[src/pllf2rw_pkg.sv]
// Shared widths, constants and types for the PLL frequency to register word block.
`default_nettype none
package pllf2rw_pkg;

  // Field and internal widths
  localparam int FREQ_W   = 16;
  localparam int WORD_W   = 32;
  localparam int MHZ_W    = 13;
  localparam int K_W      = 3;
  localparam int SCALED_W = 22;
  localparam int INT_W    = 14;
  localparam int REM_W    = 8;
  localparam int FRAC_W   = 10;
  localparam int MOD_W    = 10;

  // Frequency limits in tenths of a MHz
  localparam logic [FREQ_W-1:0] FREQ_MIN_TENTHS = 16'd350;
  localparam logic [FREQ_W-1:0] FREQ_MAX_TENTHS = 16'd44000;

  // VCO window in MHz, compared against the shifted integer MHz value
  localparam logic [SCALED_W-1:0] VCO_MIN_MHZ = 22'd2200;
  localparam logic [SCALED_W-1:0] VCO_MAX_MHZ = 22'd4400;
  localparam logic [K_W-1:0]      MAX_DIV_LOG2 = 3'd6;

  // Divide by ten as a multiply by a reciprocal, exact for all 16-bit values
  localparam logic [16:0] RECIP10       = 17'd52429;
  localparam int          RECIP10_SHIFT = 19;

  // Divide by five for 10-bit values, exact below 1024
  localparam logic [7:0] RECIP5       = 8'd205;
  localparam int         RECIP5_SHIFT = 10;

  // Divide by 250 as a multiply by a reciprocal, exact for every SCALED_W-bit dividend
  localparam int                    RECIP250_W     = 23;
  localparam logic [RECIP250_W-1:0] RECIP250       = 23'd4294968;
  localparam int                    RECIP250_SHIFT = 30;

  // Phase-detector frequency in tenths of a MHz
  localparam logic [REM_W:0] PFD_TENTHS = 9'd250;
  localparam logic [MOD_W-1:0] MOD_START = 10'd1000;

  localparam logic [WORD_W-1:0] R1_BASE     = 32'h0000_8001;
  localparam logic [WORD_W-1:0] R4_BASE     = 32'h008C_803C;
  localparam logic [WORD_W-1:0] RF_OFF_WORD = 32'h00EC_801C;

  // Divider start, busy and completion, travelling between sequencer and divider
  typedef struct packed {
    logic start;
  } div_ctrl_t;

  typedef struct packed {
    logic busy;
    logic done;
  } div_stat_t;

endpackage
`default_nettype wire

[src/pllf2rw_div.sv]
// Divider by the phase-detector constant: reciprocal multiply, then remainder, one step a cycle.
`default_nettype none
module pllf2rw_div (
  input  wire logic                              clk,
  input  wire logic                              rst_n,
  input  wire pllf2rw_pkg::div_ctrl_t            ctrl,
  input  wire logic [pllf2rw_pkg::SCALED_W-1:0]  dividend,
  output pllf2rw_pkg::div_stat_t                 stat,
  output logic [pllf2rw_pkg::INT_W-1:0]          quotient,
  output logic [pllf2rw_pkg::REM_W-1:0]          remainder
);

  localparam int PROD_W = pllf2rw_pkg::SCALED_W + pllf2rw_pkg::RECIP250_W;

  logic                             busy_r, busy_nxt;
  logic                             done_r, done_nxt;
  logic                             step_r, step_nxt;
  logic [pllf2rw_pkg::SCALED_W-1:0] num_r, num_nxt;
  logic [pllf2rw_pkg::INT_W-1:0]    quo_r, quo_nxt;
  logic [pllf2rw_pkg::REM_W-1:0]    rem_r, rem_nxt;
  logic [PROD_W-1:0]                prod;
  logic [pllf2rw_pkg::SCALED_W-1:0] back;
  logic [pllf2rw_pkg::REM_W-1:0]    rem_low;

  // The quotient is taken in the first step and multiplied back in the second.
  assign prod    = num_r * pllf2rw_pkg::RECIP250;
  assign back    = pllf2rw_pkg::SCALED_W'(quo_r) *
                   pllf2rw_pkg::SCALED_W'(pllf2rw_pkg::PFD_TENTHS);
  assign rem_low = pllf2rw_pkg::REM_W'(num_r - back);

  always_comb begin
    busy_nxt = busy_r;
    done_nxt = 1'b0;
    step_nxt = step_r;
    num_nxt  = num_r;
    quo_nxt  = quo_r;
    rem_nxt  = rem_r;
    if (ctrl.start) begin
      busy_nxt = 1'b1;
      step_nxt = 1'b0;
      num_nxt  = dividend;
    end else if (busy_r) begin
      if (!step_r) begin
        quo_nxt  = prod[pllf2rw_pkg::RECIP250_SHIFT +: pllf2rw_pkg::INT_W];
        step_nxt = 1'b1;
      end else begin
        rem_nxt  = rem_low;
        step_nxt = 1'b0;
        busy_nxt = 1'b0;
        done_nxt = 1'b1;
      end
    end
  end

  always_ff @(posedge clk) begin
    if (!rst_n) begin
      busy_r <= 1'b0;
      done_r <= 1'b0;
      step_r <= 1'b0;
    end else begin
      busy_r <= busy_nxt;
      done_r <= done_nxt;
      step_r <= step_nxt;
    end
    num_r <= num_nxt;
    quo_r <= quo_nxt;
    rem_r <= rem_nxt;
  end

  assign stat.busy = busy_r;
  assign stat.done = done_r;
  assign quotient  = quo_r;
  assign remainder = rem_r;

endmodule
`default_nettype wire

[src/pll_frequency_to_register_words.sv]
// Top level: turns a requested frequency into four synthesizer register words.
//
//  Channel | Direction | tdata (low bit up)          | tuser | tlast
//  in_     | slave     | freq_tenths_mhz [15:0]      | -     | -
//  out_    | master    | reg_word [31:0]             | -     | last_word
//
// A request is accepted and clamped, divided by ten, then takes one to seven divider search
// steps, the reciprocal divide by 250 and one to four steps for each reduction pass, and is
// then sent as four words. The search and the reduction passes set how long a request takes.
// in_tready is high only while idle.
// Reset is synchronous and active low and clears the sequencer and output valid.
// A stalled output holds its word; the sequencer waits until the register is taken.
`default_nettype none
module pll_frequency_to_register_words (
  input  wire logic        clk,
  input  wire logic        rst_n,
  input  wire logic        in_tvalid,
  output logic             in_tready,
  input  wire logic [15:0] in_tdata,   // [15:0] freq_tenths_mhz
  output logic             out_tvalid,
  input  wire logic        out_tready,
  output logic [31:0]      out_tdata,  // [31:0] reg_word
  output logic             out_tlast   // last_word
);

  typedef enum logic [2:0] {
    ST_IDLE,
    ST_MHZ,
    ST_SEARCH,
    ST_DIV,
    ST_RED5,
    ST_RED2,
    ST_EMIT
  } state_t;

  state_t                              state_r, state_nxt;
  logic [pllf2rw_pkg::FREQ_W-1:0]      t_r, t_nxt;
  logic [pllf2rw_pkg::MHZ_W-1:0]       mhz_r, mhz_nxt;
  logic [pllf2rw_pkg::K_W-1:0]         k_r, k_nxt;
  logic [pllf2rw_pkg::INT_W-1:0]       int_r, int_nxt;
  logic [pllf2rw_pkg::FRAC_W-1:0]      frac_r, frac_nxt;
  logic [pllf2rw_pkg::MOD_W-1:0]       mod_r, mod_nxt;
  logic [1:0]                          idx_r, idx_nxt;
  logic                                out_tvalid_r, out_tvalid_nxt;
  logic [pllf2rw_pkg::WORD_W-1:0]      out_tdata_r, out_tdata_nxt;
  logic                                out_tlast_r, out_tlast_nxt;

  logic [pllf2rw_pkg::FREQ_W-1:0]      t_clamped;
  logic [32:0]                         mhz_prod;
  logic [pllf2rw_pkg::SCALED_W-1:0]    vco_val;
  logic [pllf2rw_pkg::SCALED_W-1:0]    scaled;
  logic                                in_window;
  logic [17:0]                         frac_prod, mod_prod;
  logic [pllf2rw_pkg::FRAC_W-1:0]      frac_q5, mod_q5;
  logic                                frac_div5, mod_div5;
  logic                                out_free;

  pllf2rw_pkg::div_ctrl_t              div_ctrl;
  pllf2rw_pkg::div_stat_t              div_stat;
  logic [pllf2rw_pkg::INT_W-1:0]       div_quo;
  logic [pllf2rw_pkg::REM_W-1:0]       div_rem;

  pllf2rw_div u_div (
    .clk       (clk),
    .rst_n     (rst_n),
    .ctrl      (div_ctrl),
    .dividend  (scaled),
    .stat      (div_stat),
    .quotient  (div_quo),
    .remainder (div_rem)
  );

  always_comb begin
    if (in_tdata < pllf2rw_pkg::FREQ_MIN_TENTHS) begin
      t_clamped = pllf2rw_pkg::FREQ_MIN_TENTHS;
    end else if (in_tdata > pllf2rw_pkg::FREQ_MAX_TENTHS) begin
      t_clamped = pllf2rw_pkg::FREQ_MAX_TENTHS;
    end else begin
      t_clamped = in_tdata;
    end
  end

  assign mhz_prod  = t_r * pllf2rw_pkg::RECIP10;
  assign vco_val   = pllf2rw_pkg::SCALED_W'(mhz_r) << k_r;
  assign in_window = (vco_val >= pllf2rw_pkg::VCO_MIN_MHZ) &&
                     (vco_val <= pllf2rw_pkg::VCO_MAX_MHZ);
  assign scaled    = pllf2rw_pkg::SCALED_W'(t_r) << k_r;

  // Divisibility by five: quotient by reciprocal, then check that it multiplies back.
  assign frac_prod = frac_r * pllf2rw_pkg::RECIP5;
  assign mod_prod  = mod_r * pllf2rw_pkg::RECIP5;
  assign frac_q5   = pllf2rw_pkg::FRAC_W'(frac_prod >> pllf2rw_pkg::RECIP5_SHIFT);
  assign mod_q5    = pllf2rw_pkg::MOD_W'(mod_prod >> pllf2rw_pkg::RECIP5_SHIFT);
  assign frac_div5 = (pllf2rw_pkg::FRAC_W'({frac_q5, 2'b00} + frac_q5) == frac_r);
  assign mod_div5  = (pllf2rw_pkg::MOD_W'({mod_q5, 2'b00} + mod_q5) == mod_r);

  assign out_free  = !out_tvalid_r || out_tready;

  always_comb begin
    state_nxt      = state_r;
    t_nxt          = t_r;
    mhz_nxt        = mhz_r;
    k_nxt          = k_r;
    int_nxt        = int_r;
    frac_nxt       = frac_r;
    mod_nxt        = mod_r;
    idx_nxt        = idx_r;
    out_tvalid_nxt = out_tvalid_r;
    out_tdata_nxt  = out_tdata_r;
    out_tlast_nxt  = out_tlast_r;
    div_ctrl.start = 1'b0;

    if (out_tvalid_r && out_tready) begin
      out_tvalid_nxt = 1'b0;
    end

    unique case (state_r)
      ST_IDLE: begin
        if (in_tvalid) begin
          t_nxt     = t_clamped;
          state_nxt = ST_MHZ;
        end
      end
      ST_MHZ: begin
        mhz_nxt   = pllf2rw_pkg::MHZ_W'(mhz_prod >> pllf2rw_pkg::RECIP10_SHIFT);
        k_nxt     = '0;
        state_nxt = ST_SEARCH;
      end
      ST_SEARCH: begin
        // The largest divider is taken without a window check.
        if (in_window || (k_r == pllf2rw_pkg::MAX_DIV_LOG2)) begin
          div_ctrl.start = 1'b1;
          state_nxt      = ST_DIV;
        end else begin
          k_nxt = k_r + 1'b1;
        end
      end
      ST_DIV: begin
        if (div_stat.done) begin
          int_nxt   = div_quo;
          frac_nxt  = {div_rem, 2'b00};
          mod_nxt   = pllf2rw_pkg::MOD_START;
          state_nxt = ST_RED5;
        end
      end
      ST_RED5: begin
        if (frac_div5 && mod_div5) begin
          frac_nxt = frac_q5;
          mod_nxt  = mod_q5;
        end else begin
          state_nxt = ST_RED2;
        end
      end
      ST_RED2: begin
        if (!frac_r[0] && !mod_r[0] && (mod_r > pllf2rw_pkg::MOD_W'(1))) begin
          frac_nxt = frac_r >> 1;
          mod_nxt  = mod_r >> 1;
        end else begin
          idx_nxt   = '0;
          state_nxt = ST_EMIT;
        end
      end
      ST_EMIT: begin
        if (out_free) begin
          out_tvalid_nxt = 1'b1;
          out_tlast_nxt  = (idx_r == 2'd3);
          unique case (idx_r)
            2'd0: out_tdata_nxt = pllf2rw_pkg::RF_OFF_WORD;
            2'd1: out_tdata_nxt = (pllf2rw_pkg::WORD_W'(int_r) << 15) +
                                  (pllf2rw_pkg::WORD_W'(frac_r) << 3);
            2'd2: out_tdata_nxt = pllf2rw_pkg::R1_BASE +
                                  (pllf2rw_pkg::WORD_W'(mod_r) << 3);
            2'd3: out_tdata_nxt = pllf2rw_pkg::R4_BASE +
                                  (pllf2rw_pkg::WORD_W'(k_r) << 20);
            default: out_tdata_nxt = pllf2rw_pkg::RF_OFF_WORD;
          endcase
          idx_nxt = idx_r + 1'b1;
          if (idx_r == 2'd3) begin
            state_nxt = ST_IDLE;
          end
        end
      end
      default: state_nxt = ST_IDLE;
    endcase
  end

  always_ff @(posedge clk) begin
    if (!rst_n) begin
      state_r      <= ST_IDLE;
      out_tvalid_r <= 1'b0;
      idx_r        <= '0;
    end else begin
      state_r      <= state_nxt;
      out_tvalid_r <= out_tvalid_nxt;
      idx_r        <= idx_nxt;
    end
    t_r         <= t_nxt;
    mhz_r       <= mhz_nxt;
    k_r         <= k_nxt;
    int_r       <= int_nxt;
    frac_r      <= frac_nxt;
    mod_r       <= mod_nxt;
    out_tdata_r <= out_tdata_nxt;
    out_tlast_r <= out_tlast_nxt;
  end

  assign in_tready  = (state_r == ST_IDLE);
  assign out_tvalid = out_tvalid_r;
  assign out_tdata  = out_tdata_r;
  assign out_tlast  = out_tlast_r;

endmodule
`default_nettype wire

[config.mk]
export PLATFORM = sky130hd
export DESIGN_NAME = pll_frequency_to_register_words
export DESIGN_NICKNAME = d
export VERILOG_FILES = /design/src/pllf2rw_pkg.sv /design/src/pllf2rw_div.sv /design/src/pll_frequency_to_register_words.sv
export SDC_FILE = /design/constraint.sdc
export NUM_CORES = 1
export LEC_CHECK = 0
export BUFFER_PORTS_ARGS = -buffer_cell sky130_fd_sc_hd__buf_2
export CAP_MARGIN = 20
export CELL_PAD_IN_SITES_DETAIL_PLACEMENT = 0
export CELL_PAD_IN_SITES_GLOBAL_PLACEMENT = 2
export CORE_MARGIN = 4
export CORE_UTILIZATION = 44
export DETAILED_ROUTE_END_ITERATION = 16
export GPL_TIMING_DRIVEN = 0
export PLACE_DENSITY = 0.89
export RECOVER_POWER = 25
export SETUP_SLACK_MARGIN = 0.4
export SYNTH_ARGS = -nofsm -noshare
export SYNTH_HDL_FRONTEND = slang
export SYNTH_SLANG_ARGS = --single-unit
[constraint.sdc]
create_clock -name clk -period 8.2 [get_ports clk]
set_input_delay 0.41 -clock clk [delete_from_list [all_inputs] [get_ports clk]]
set_output_delay 0.41 -clock clk [all_outputs]
set_load 0.03 [all_outputs]
Word level (Yosys, flattened, before mapping)
Index checks and enable logic that the tools add are counted.
{"block": "totals", "ff_bits": 152, "input_bits": 20, "out_inout_bits": 35, "wordCells": 123}
{"block": "op_classes", "add_sub_neg": 8, "mul": 5, "order_cmp": 5, "n_eq_ne": 22, "n_shift": 2, "n_mux": 32, "n_bitwise": 4, "n_reduce_logical": 27}
{"operator": "32-bit one-hot mux with 4 select lines", "n": 1}
{"operator": "10-bit 2-to-1 mux", "n": 6}
{"operator": "10-bit one-hot mux with 3 select lines", "n": 2}
{"operator": "22-bit by 20-bit multiplier with 41-bit output, second input constant", "n": 1}
{"operator": "10-bit by 8-bit multiplier with 18-bit output, second input constant", "n": 2}
{"operator": "16-bit by 16-bit multiplier with 32-bit output, second input constant", "n": 1}
{"operator": "29-bit by 13-bit adder with 30-bit output", "n": 1}
{"operator": "24-bit by 23-bit adder with 25-bit output, first input constant", "n": 1}
{"operator": "3-bit 2-to-1 mux", "n": 8}
{"operator": "22-bit by 12-bit >= comparator with 1-bit output, second input constant", "n": 1}
{"operator": "22-bit by 13-bit <= comparator with 1-bit output, second input constant", "n": 1}
{"operator": "13-bit by 3-bit << shifter with 22-bit output", "n": 1}
{"operator": "16-bit by 3-bit << shifter with 22-bit output", "n": 1}
{"operator": "3-bit one-hot mux with 7 select lines", "n": 1}
{"operator": "10-bit by 8-bit adder with 10-bit output", "n": 2}
{"operator": "10-bit == test", "n": 2}
{"operator": "2-bit != test, second input constant", "n": 9}
{"operator": "16-bit by 13-bit adder with 17-bit output, first input constant", "n": 1}
{"operator": "16-bit > comparator, second input constant", "n": 1}
{"operator": "16-bit by 9-bit less-than comparator with 1-bit output, second input constant", "n": 1}
{"operator": "16-bit 2-to-1 mux", "n": 1}
{"operator": "14-bit by 7-bit multiplier with 7-bit output, second input constant", "n": 1}
{"operator": "3-bit == test, second input constant", "n": 4}
{"operator": "10-bit by 1-bit > comparator with 1-bit output, second input constant", "n": 1}
{"operator": "other kinds (26)", "n": 54}

Longest topological paths before layout
{"block": "depth", "word_depth": 8, "ltp_mapped": 25, "mapped_depth_nobuf": 25}

By module
A second synthesis with hierarchy kept.
{"block": "unflattened", "hier_cells": 2069, "area_unflattened_um2": 21109.0}
{"mod": "pll_frequency_to_register_words", "n_inst": 1, "cells_per_inst": 1329, "area_each_um2": 13223.9, "seq_area_each_um2": 2912.8}
{"mod": "pllf2rw_div", "n_inst": 1, "cells_per_inst": 740, "area_each_um2": 7885.1, "seq_area_each_um2": 1381.3}

Least setup slack after synthesis
No wires, ideal clock.
{"block": "synth_path", "path_kind": "register to register", "start": "reg frac_r[4] in the netlist's numbering", "end": "reg frac_r[0] in the netlist's numbering (enable)", "setup_time_ns": 0.377, "arrival_ns": 6.415, "slack_ns": 1.408, "stages_incl_launch_ff": 21, "n_path_buf": 1, "period_less_slack_ns": 6.792, "cell_sequence": "edfxtp_1 ha_1 fa_1 fa_1 fa_1 ha_1 buf_6 or4_4 and4b_4 a21o_2 nor4_1 a311oi_2 ha_1 xnor2_1 a2111o_1 nor4_1 nand4_1 nor4_1 nand4_1 nor4_2 or3_1"}
{"block": "synth_via", "elab_chain_cells": 6}
{"element": "start, declared", "line": "pll_frequency_to_register_words.sv:41", "source": "logic [pllf2rw_pkg::FRAC_W-1:0] frac_r, frac_nxt;"}
{"element": "start signal, assigned", "line": "pll_frequency_to_register_words.sv:201", "source": "frac_r <= frac_nxt;"}
{"element": "10-bit by 8-bit multiplier with 18-bit output", "line": "pll_frequency_to_register_words.sv:90", "source": "assign frac_prod = frac_r * pllf2rw_pkg::RECIP5;"}
{"element": "10-bit by 8-bit adder with 10-bit output", "line": "pll_frequency_to_register_words.sv:94", "source": "assign frac_div5 = (pllf2rw_pkg::FRAC_W'({frac_q5, 2'b00} + frac_q5) == frac_r);"}
{"element": "10-bit == test *", "line": "pll_frequency_to_register_words.sv:94"}
{"element": "1-bit logical AND *", "line": "pll_frequency_to_register_words.sv:147", "source": "if (frac_div5 && mod_div5) begin"}
{"element": "2-bit != test (no line) *"}
{"element": "4-bit AND reduction (no line) *"}
Every way passes the cells marked *; elsewhere a longest branch is shown, timed or not.
A chain may end at the register's enable or synchronous reset.

Worst setup path after layout
{"block": "layout_path", "start": "reg mod_r[2] in the netlist's numbering", "end": "reg frac_r[4] in the netlist's numbering (enable)"}
{"block": "layout_via", "elab_chain_cells": 6, "word_cells_on_any_way": 9}
{"element": "start, declared", "line": "pll_frequency_to_register_words.sv:42", "source": "logic [pllf2rw_pkg::MOD_W-1:0] mod_r, mod_nxt;"}
{"element": "start signal, assigned", "line": "pll_frequency_to_register_words.sv:202", "source": "mod_r <= mod_nxt;"}
{"element": "10-bit by 8-bit multiplier with 18-bit output", "line": "pll_frequency_to_register_words.sv:91", "source": "assign mod_prod = mod_r * pllf2rw_pkg::RECIP5;"}
{"element": "10-bit by 8-bit adder with 10-bit output", "line": "pll_frequency_to_register_words.sv:95", "source": "assign mod_div5 = (pllf2rw_pkg::MOD_W'({mod_q5, 2'b00} + mod_q5) == mod_r);"}
{"element": "10-bit == test", "line": "pll_frequency_to_register_words.sv:95"}
{"element": "1-bit logical AND", "line": "pll_frequency_to_register_words.sv:147"}
{"element": "2-bit != test (no line)"}
{"element": "4-bit AND reduction (no line) *"}
Marked as above.

==> results by group <==
Min path
  • Hold path endpoint: idx_r[0]$_SDFFE_PN0P_
  • Hold path startpoint: rst_n
  • Hold Path Cell Cnt: 2
  • Worst min path class: in2reg

Outcome
  • Outcome: finished clean

Routing
  • Vias per inst: 5.16
  • Drc violations: 0
  • Antenna Violating Nets Remaining: 0
  • Routed wire length: around 46,000 um
  • DR vias: 13,826
  • DR pass1 iterations: 5
  • Wire per inst: 17.2 um
  • Initial DRC count: 545

Logic synthesis
  • Syn Inst Count: 1,977
  • Primary FF master, synth: edfxtp_1
  • Flops & latches, synth: 146
  • Simple-Gate Fraction of Synth Area: 0.0707
  • Synth Area in XOR/XNOR: 0.0398
  • Netlist cell types: 78
  • Synth async-reset ratio: 0
  • Largest family of logic cells by synthesized area: adder cells
  • Top cells by area, synth: ha_1 27%, fa_1 21%, edfxtp_1 20%
  • Post-synth top cells: 452 x ha_1, 423 x inv_1, 216 x fa_1
  • Mean Syn Cell Area: 10.5 um^2
  • Synth top area share: 0.274
  • Sequential fraction of the synthesis area: 0.208
  • Synth area leader: ha_1
  • Post-synthesis compound-gate area fraction: 0.0898
  • Synth warn: 0
  • Synthesized area: 20,700 um^2
  • EDFF count, synth: 137
  • Area share of fa/ha/maj cells after synthesis: 0.483
  • Multiplexer share of the synthesized area: 0.0238
  • Most frequent cell after synthesis: ha_1

STA
  • Fin. max-slew vios: 0
  • Hold violation count in the final report: 0
  • Fin Setup TNS: 0 ns
  • Unrepaired setup endpoints after global routing: no
  • Final period util: 0.907
  • Max Fclk: 134 MHz
  • Finish-stage setup viols: 0
  • Min Tclk post-route: 7.44 ns
  • Tightest Pin Transition: around 1.0 ns
  • Fin Clk Skew: 0.0175 ns
  • Slew headroom: 0.305

Clock tree
  • Total CTS buffers: 17
  • CTS tree: yes
  • Root Driver: clkbuf_16
  • Clock latency on the worst-skew pair: between 0.4 and 0.5 ns
  • Maximum buffer depth of the clock tree: 2
  • H-Tree Depth: 4
  • TritonCTS Sinks: between 100 and 150
  • Reg clk slew, reported paths: 0.06 ns

Finish
  • Nets: 2,749
  • Layout cells sized above 1: 0.0554
  • Synth-to-layout area growth: 8.43%
  • Finished Layout Cells: around 2,700
  • Diode count: 0
  • Fill count: approximately 4,400

Critical path
  • Top cell family by delay on the critical path: adder cells
  • Crit-path slowest cell: edfxtp_1
  • Req. time, crit path: 8.33 ns
  • Crit. End Element: register
  • R2r endpoint: frac_r[4]$_DFFE_PP_
  • CP arrival: approximately 7.6 ns
  • Startpoint Class: register
  • Category of the most critical setup path: reg2reg
  • Reg2reg start: mod_r[2]$_SDFFCE_PP0P_
  • Worst stage delay on the critical path: 0.57 ns
  • CP Max Fanout: 10
  • Reg-to-reg setup timing slack: 0.76 ns
  • FF-to-FF path depth: 25
  • Stages on worst setup path: 25
  • Worst path bufs/invs: 3

Die
  • Core Rows: 79
  • I/O pin count: between 50 and 60
  • Initial Utilization: 0.445
  • Die W: 225 um
  • Die Y-Extent: 225 um
  • Core box area: 46,500 um^2
  • Die ar.: 50,500 um^2

Global route
  • Total GRT Usage: 0.189
  • First-pass GRT wire length: 76,000 um
  • Antenna violations before repair: 0
  • Vias in the first global route: 14,525
  • Grt total ovfl: 0
  • Pin count of the biggest net entering global routing: 23

Place
  • Routability congestion estimate: 0.891
  • Cells after DPL: 2,642
  • Port Buffers: 48
  • DPL Wire Length: 38,900 um

Job
  • Max Cap Violations: 0
## kinds of logic after synthesis
| kind of cell | count (synthesis) |
|---|---|
| other cells | 1 |
| flops | 146 |
| compound gates | 270 |
| fa+ha+maj | 668 |
| mux | 37 |
| simple gates | 304 |
| buf+inv | 461 |
| xor+xnor | 90 |
## worst register-to-register path, delay by kind of cell, from the launching register on
kind	cells	cell delay (ns)
simple gates	8	1.95
xor+xnor	2	0.66
compound gates	6	1.26
buf+inv	3	0.26
fa+ha+maj	6	2.44
flops	1	0.57
## worst max-delay path by stage
| stage | start | to | slack (ns) |
|---|---|---|---|
| final | mod_r[2]$_SDFFCE_PP0P_ | frac_r[4]$_DFFE_PP_ | 0.76 |
| after global routing | mod_r[2]$_SDFFCE_PP0P_ | frac_r[4]$_DFFE_PP_ | 0.33 |
| after CTS | mod_r[3]$_SDFFCE_PP1P_ | frac_r[9]$_SDFFCE_PN0P_ | 0.45 |
| after detailed placement | mod_r[3]$_SDFFCE_PP1P_ | frac_r[0]$_SDFFCE_PP0P_ | 0.18 |
| after global placement | mod_r[6]$_SDFFCE_PP1P_ | frac_r[3]$_DFFE_PP_ | 0.27 |
| after floorplan | frac_r[4]$_DFFE_PP_ | frac_r[0]$_SDFFCE_PP0P_ | 1.41 |
## repair_timing
action                                  in CTS  in global routing
hold buffers                                 0                  0
endpoints found under the setup margin      20                 20
pin swaps                                    0                  1
endpoints found under the hold margin        0                  0
buffers inserted                             0                  5
resized for setup                            1                  4
cloned                                       0                  1
## cell usage in the layout (no fill, tap or decap), types with 14 or more instances in the layout
master / n
ha_1: 452
inv_1: 423
fa_1: 216
edfxtp_1: 137
nand2_1: 80
nor2_1: 78
xnor2_1: 61
a21oi_1: 59
o21ai_0: 54
clkbuf_1: 54
a21o_1: 34
nor3_1: 27
nand3_1: 26
xor2_1: 26
buf_2: 22
mux2i_1: 20
clkbuf_16: 17
and2_1: 15
nor2b_1: 14
o211ai_1: 14
## stage by stage
stage	util	area (um^2)	worst slack [ns]	hold slack (ns)
global placement	0.467	21700	0.271	0.409
detailed placement	0.468	21800	0.182	0.405
CTS	0.482	22400	0.447	0.201
finish	0.483	22400	0.762	0.226
global route	0.483	22400	0.333	0.213
floorplan	-	20700	1.41	0.400
## sequential cells by signal, indices dropped and copies added (netlist names), 2 cells and up
register,flops
idx_r,2
k_r,3
mod_r,10
int_r,14
out_tdata,26
t_r,16
u_div.remainder,8
state_r,3
frac_r,10
u_div.num_r,22
mhz_r,13
u_div.quotient,14
## layer usage
metal,wire (um),share of wire,GRT usage
met1,21500,0.47,0.260
met2,22300,0.49,0.324
met3,1650,0.036,0.0286
met4,528,0.011,0.0296
met5,0,0,0
## cell type report
| cell class | instances | area [um^2] | area share |
|---|---|---|---|
| multi-input cells | 1376 | 14700 | 0.655 |
| well taps | 607 | 759 | 0.0339 |
| plain buffers | 34 | 163 | 0.00725 |
| repair buffers | 59 | 299 | 0.0133 |
| flip-flops and latches | 146 | 4290 | 0.192 |
| clock buffers | 20 | 447 | 0.0199 |
| clock inverters | 12 | 181 | 0.00809 |
| inverters | 427 | 1600 | 0.0715 |
Power is left out: the tool's default activity adds up to more than one toggle a clock period on the data nets, which glitch-free logic cannot reach.
